[src/rtl/core/ncf_ram.sv]
// ----------------------------------------------------------------------------
// ncf_ram
// Generic simple dual port RAM: one write port, one read port and
// registered read data.
// ----------------------------------------------------------------------------
module ncf_ram #(
    parameter int WIDTH = 8,
    parameter int DEPTH = 16
) (
    input  logic                     i_clk,
    input  logic                     i_we,
    input  logic [$clog2(DEPTH)-1:0] i_waddr,
    input  logic [WIDTH-1:0]         i_wdata,
    input  logic [$clog2(DEPTH)-1:0] i_raddr,
    output logic [WIDTH-1:0]         o_rdata
);

    logic [WIDTH-1:0] r_mem [DEPTH];
    logic [WIDTH-1:0] r_rdata;

    // write port and registered read
    always_ff @(posedge i_clk) begin
        if (i_we) begin
            r_mem[i_waddr] <= i_wdata;
        end
        r_rdata <= r_mem[i_raddr];
    end

    assign o_rdata = r_rdata;

endmodule

[config.mk]
export PLATFORM = sky130hd
export DESIGN_NAME = ncf_ram
export DESIGN_NICKNAME = d
export VERILOG_FILES = /design/src/rtl/core/ncf_ram.sv
export SDC_FILE = /design/constraint.sdc
export NUM_CORES = 1
export LEC_CHECK = 0
export BUFFER_PORTS_ARGS = -buffer_cell sky130_fd_sc_hd__buf_2
export CORE_MARGIN = 5
export CORE_UTILIZATION = 65
export CTS_CLUSTER_DIAMETER = 60
export CTS_CLUSTER_SIZE = 16
export DETAILED_ROUTE_END_ITERATION = 8
export PLACE_DENSITY_LB_ADDON = 0.12
export RECOVER_POWER = 25
export SETUP_SLACK_MARGIN = 0.4
export SYNTH_ARGS = -nofsm -noshare
export SYNTH_HDL_FRONTEND = slang
export SYNTH_SLANG_ARGS = --single-unit
[constraint.sdc]
create_clock -name i_clk -period 2.2 [get_ports i_clk]
set_input_delay 0 -clock i_clk [delete_from_list [all_inputs] [get_ports i_clk]]
set_output_delay 0 -clock i_clk [all_outputs]
set_load 0.02 [all_outputs]
==> results.md <==
Setup path:
- In this design, the stage delay of the slowest critical-path cell is 560 ps.
- On the critical path, the stage with the largest delay is an instance of mux4_1.
- The data required time at the worst endpoint is 2590 ps.
- STA classifies the critical path endpoint as a flop.
- The critical path goes through mux4_1 > a22oi_1 > nand2_1.
- For the worst setup path, the data arrival time is 1830 ps.
- The startpoint type of the worst setup path is a flop.
- The maximum fanout along the worst path is 1.
- The worst setup path category is flop to flop.

Cells and area:
- The area of combinational cells with multiple inputs is 1060 um^2.
- In the layout the commonest cells are edfxtp_1, buf_2, buf_4.
- The number of fillers in the final layout is 390.
- After the last flow step, the layout net total stands at 310.
- Once layout is done, the placed cells without fillers occupy 6140 um^2.
- Once layout is complete, the utilization of the core stands at 79.4%.
- The number of antenna repair diodes is 0.
- The sequential cell area in the final layout is 4000 um^2.
- Leaving out fill and tap cells, the most frequent cell in the layout is edfxtp_1.
- Excluding fillers, the count of instances in the completed layout stands at 407.
- In the final layout, the share of cells above drive strength 1 is 28.5%.
- The synthesis-to-layout area growth is 19.2%.

Routing:
- The first-pass iteration count of the detailed router is 4.
- The via density per instance is 6.35.
- In the final routed layout, each cell accounts on average for 24.9 um.
- The total number of vias is 2583.
- The routed design has 10100 um of wire.
- The residual antenna-violating net count after detailed routing is 0.
- The count of routing violations after the opening detailed-route iteration is 248.
- In the routed design, unresolved DRC markers number 0.

Pwr:
- The completed layout was analyzed and its total power is 0.00604 W.
- The worst-case IR drop observed on VDD is 0.750 mV.
- The total power per unit cell area is 985 nW/um^2.
- The static power due to leakage is 2.10 nW.

Synthesis:
- Summing the sequential cell areas from Yosys gives 77.8% of the chip area.
- The summed instance area of the synthesized netlist is 5150 um^2.
- During synthesis, Yosys emitted a total of 0 warnings.
- After synthesis, the netlist uses 19 different library cells.
- The synthesized area per cell is 22.5 um^2.
- The synthesized instance count is 229.
- Counting flops and latches in the post-synthesis netlist gives 136.
- When the netlist entered floorplanning its net count stood at 247.

Clocking:
- The post-cts repair resize count is 0.
- The number of buffers added to fix hold violations after cts is 8.
- The number of buffers on the longest clock path is 2.
- The root cell of the clock tree is clkbuf_8.
- Clock-pin slew was measured on the worst setup and hold paths at 60 ps.
- Once the clock tree was built, the setup fixing pass inserted 0 buffers.
- The clock reaches the later pin of the worst-skew pair after 510 ps.
- In this run the number of H-tree levels came out at 4.
- Clock tree synthesis inserted a total of 17 buffers.
- The CTS tree is built.
- The clock net sink count is 136.

Floorplan:
- The die outline area is 9800 um^2.
- The die is 99.0 um wide.
- The initial core utilization is 66.6%.
- After floorplanning, the core was sized to cover 7730 um^2.
- The number of ports placed on the die boundary is 26.
- The cell row count is 32.
- The chip height is 99.0 um.

Place:
- Buffers placed on the I/O ports in this run total 25.
- In this run, placement finished with an instance count of 367.
- The routability congestion estimate from global placement is 0.760.
- Detailed placement finished with a half-perimeter wire length of 6160 um.
- In this run the cell area measured after placement is 5470 um^2.

Timing:
- Setup violations remaining at the end of the flow were counted as 0.
- The share of the clock period used by the worst path after layout is 65.5%.
- The tightest slew margin relative to the limit is 53.6%.
- After layout, the minimum clock period comes to 1440 ps.
- The clock tree skew after final layout is 9.52 ps.
- The maximum operating frequency is 694 MHz.
- For the pin with the worst max-slew slack, the measured transition is 695 ps.
- The final count of pins violating max slew came to 0.
- In the final timing run, aggregate negative setup slack is 0 ps.
- The final number of hold-violating endpoints came to 0.
- Setup repair after global routing left no endpoint under its margin.

GRT:
- The first-pass GRT wire length is 15700 um.
- For this run the aggregate overflow at the end of global routing stands at 0.
- The via count of the first global-routing pass was 2701.
- Entering global routing, the biggest net connects 20 pins.
- The initial antenna violation count came to 0.
- The aggregate global-route resource usage is 22.5%.

Status:
- The flow ran to the end, and the final reports show no timing, DRC or antenna violations.

Flow run:
- The tool flagged a number of max-cap violations equal to 0.

Hold path:
- The path category of the worst min-delay check is input pin to flop.
==> report_power, final <==
group,switching [W],internal [W]
Sequential,0.0000194,0.00290
Clock,0.00100,0.00183
Combinational,0.000173,0.000121
==> kinds of logic after synthesis <==
group	synth area share, %
DFF	77.8
and+or+nand+nor	3.18
muxes	15.0
AOI/OAI and AO/OA	2.33
buffers and inverters	1.68
==> cells in the mapped netlist (all sizes together) <==
master	instances	share of area, %
buf	7	1.1
nand3b	2	0.29
nand3	1	0.097
and2	1	0.12
or3b	1	0.17
nor2	13	0.95
and2b	1	0.15
dfxtp	8	3.1
nand2	9	0.66
clkdlybuf4s25	3	0.58
a22oi	16	2.3
nor3	4	0.39
mux4	32	15
edfxtp	128	75
nor2b	1	0.12
nand2b	2	0.24
==> final timing paths <==
| path | start | end | slack (ps) | cells after the start |
|---|---|---|---|---|
| hold / removal | i_waddr[2] | r_mem[7][4] | 50 | 3 |
| hold reg to reg | r_mem[13][1] | o_rdata[1] | 660 | 3 |
| setup / recovery | r_mem[4][2] | o_rdata[2] | 760 | 3 |
| setup reg to reg | r_mem[4][2] | o_rdata[2] | 760 | 3 |
==> per-layer routing <==
layer | track usage, % | part of all wire [%] | up-vias
li1 | - | - | 1099
met1 | 31.2 | 40 | 1358
met2 | 36.0 | 51 | 111
met3 | 4.81 | 6.7 | 15
met4 | 7.88 | 1.5 | 0
met5 | 0 | 0 | -
==> registers in the layout, summed over array words and instances (netlist names) <==
name     count
o_rdata      8
r_mem      128
==> per-stage QoR <==
| step | worst slack (ps) | hold slack [ps] |
|---|---|---|
| floorplan | 707 | 98.9 |
| global placement | 670 | 388 |
| detailed placement | 626 | 397 |
| CTS | 755 | 35.0 |
| global route | 694 | 60.0 |
| finish | 759 | 49.4 |
==> cell type report <==
cell class | count | area share, %
multi-input combinational | 83 | 17.2
timing repair buffer | 54 | 5.67
tap | 102 | 2.08
clock inverter | 13 | 2.92
sequential | 136 | 65.2
clock buffer | 19 | 6.87
==> critical path: cells and delay by family (launching register included) <==
family	cells	cell delay, ps
and+or+nand+nor	1	80
DFF	1	390
muxes	1	560
AOI/OAI and AO/OA	1	290
No activity file was read; power rests on OpenSTA's default activity.
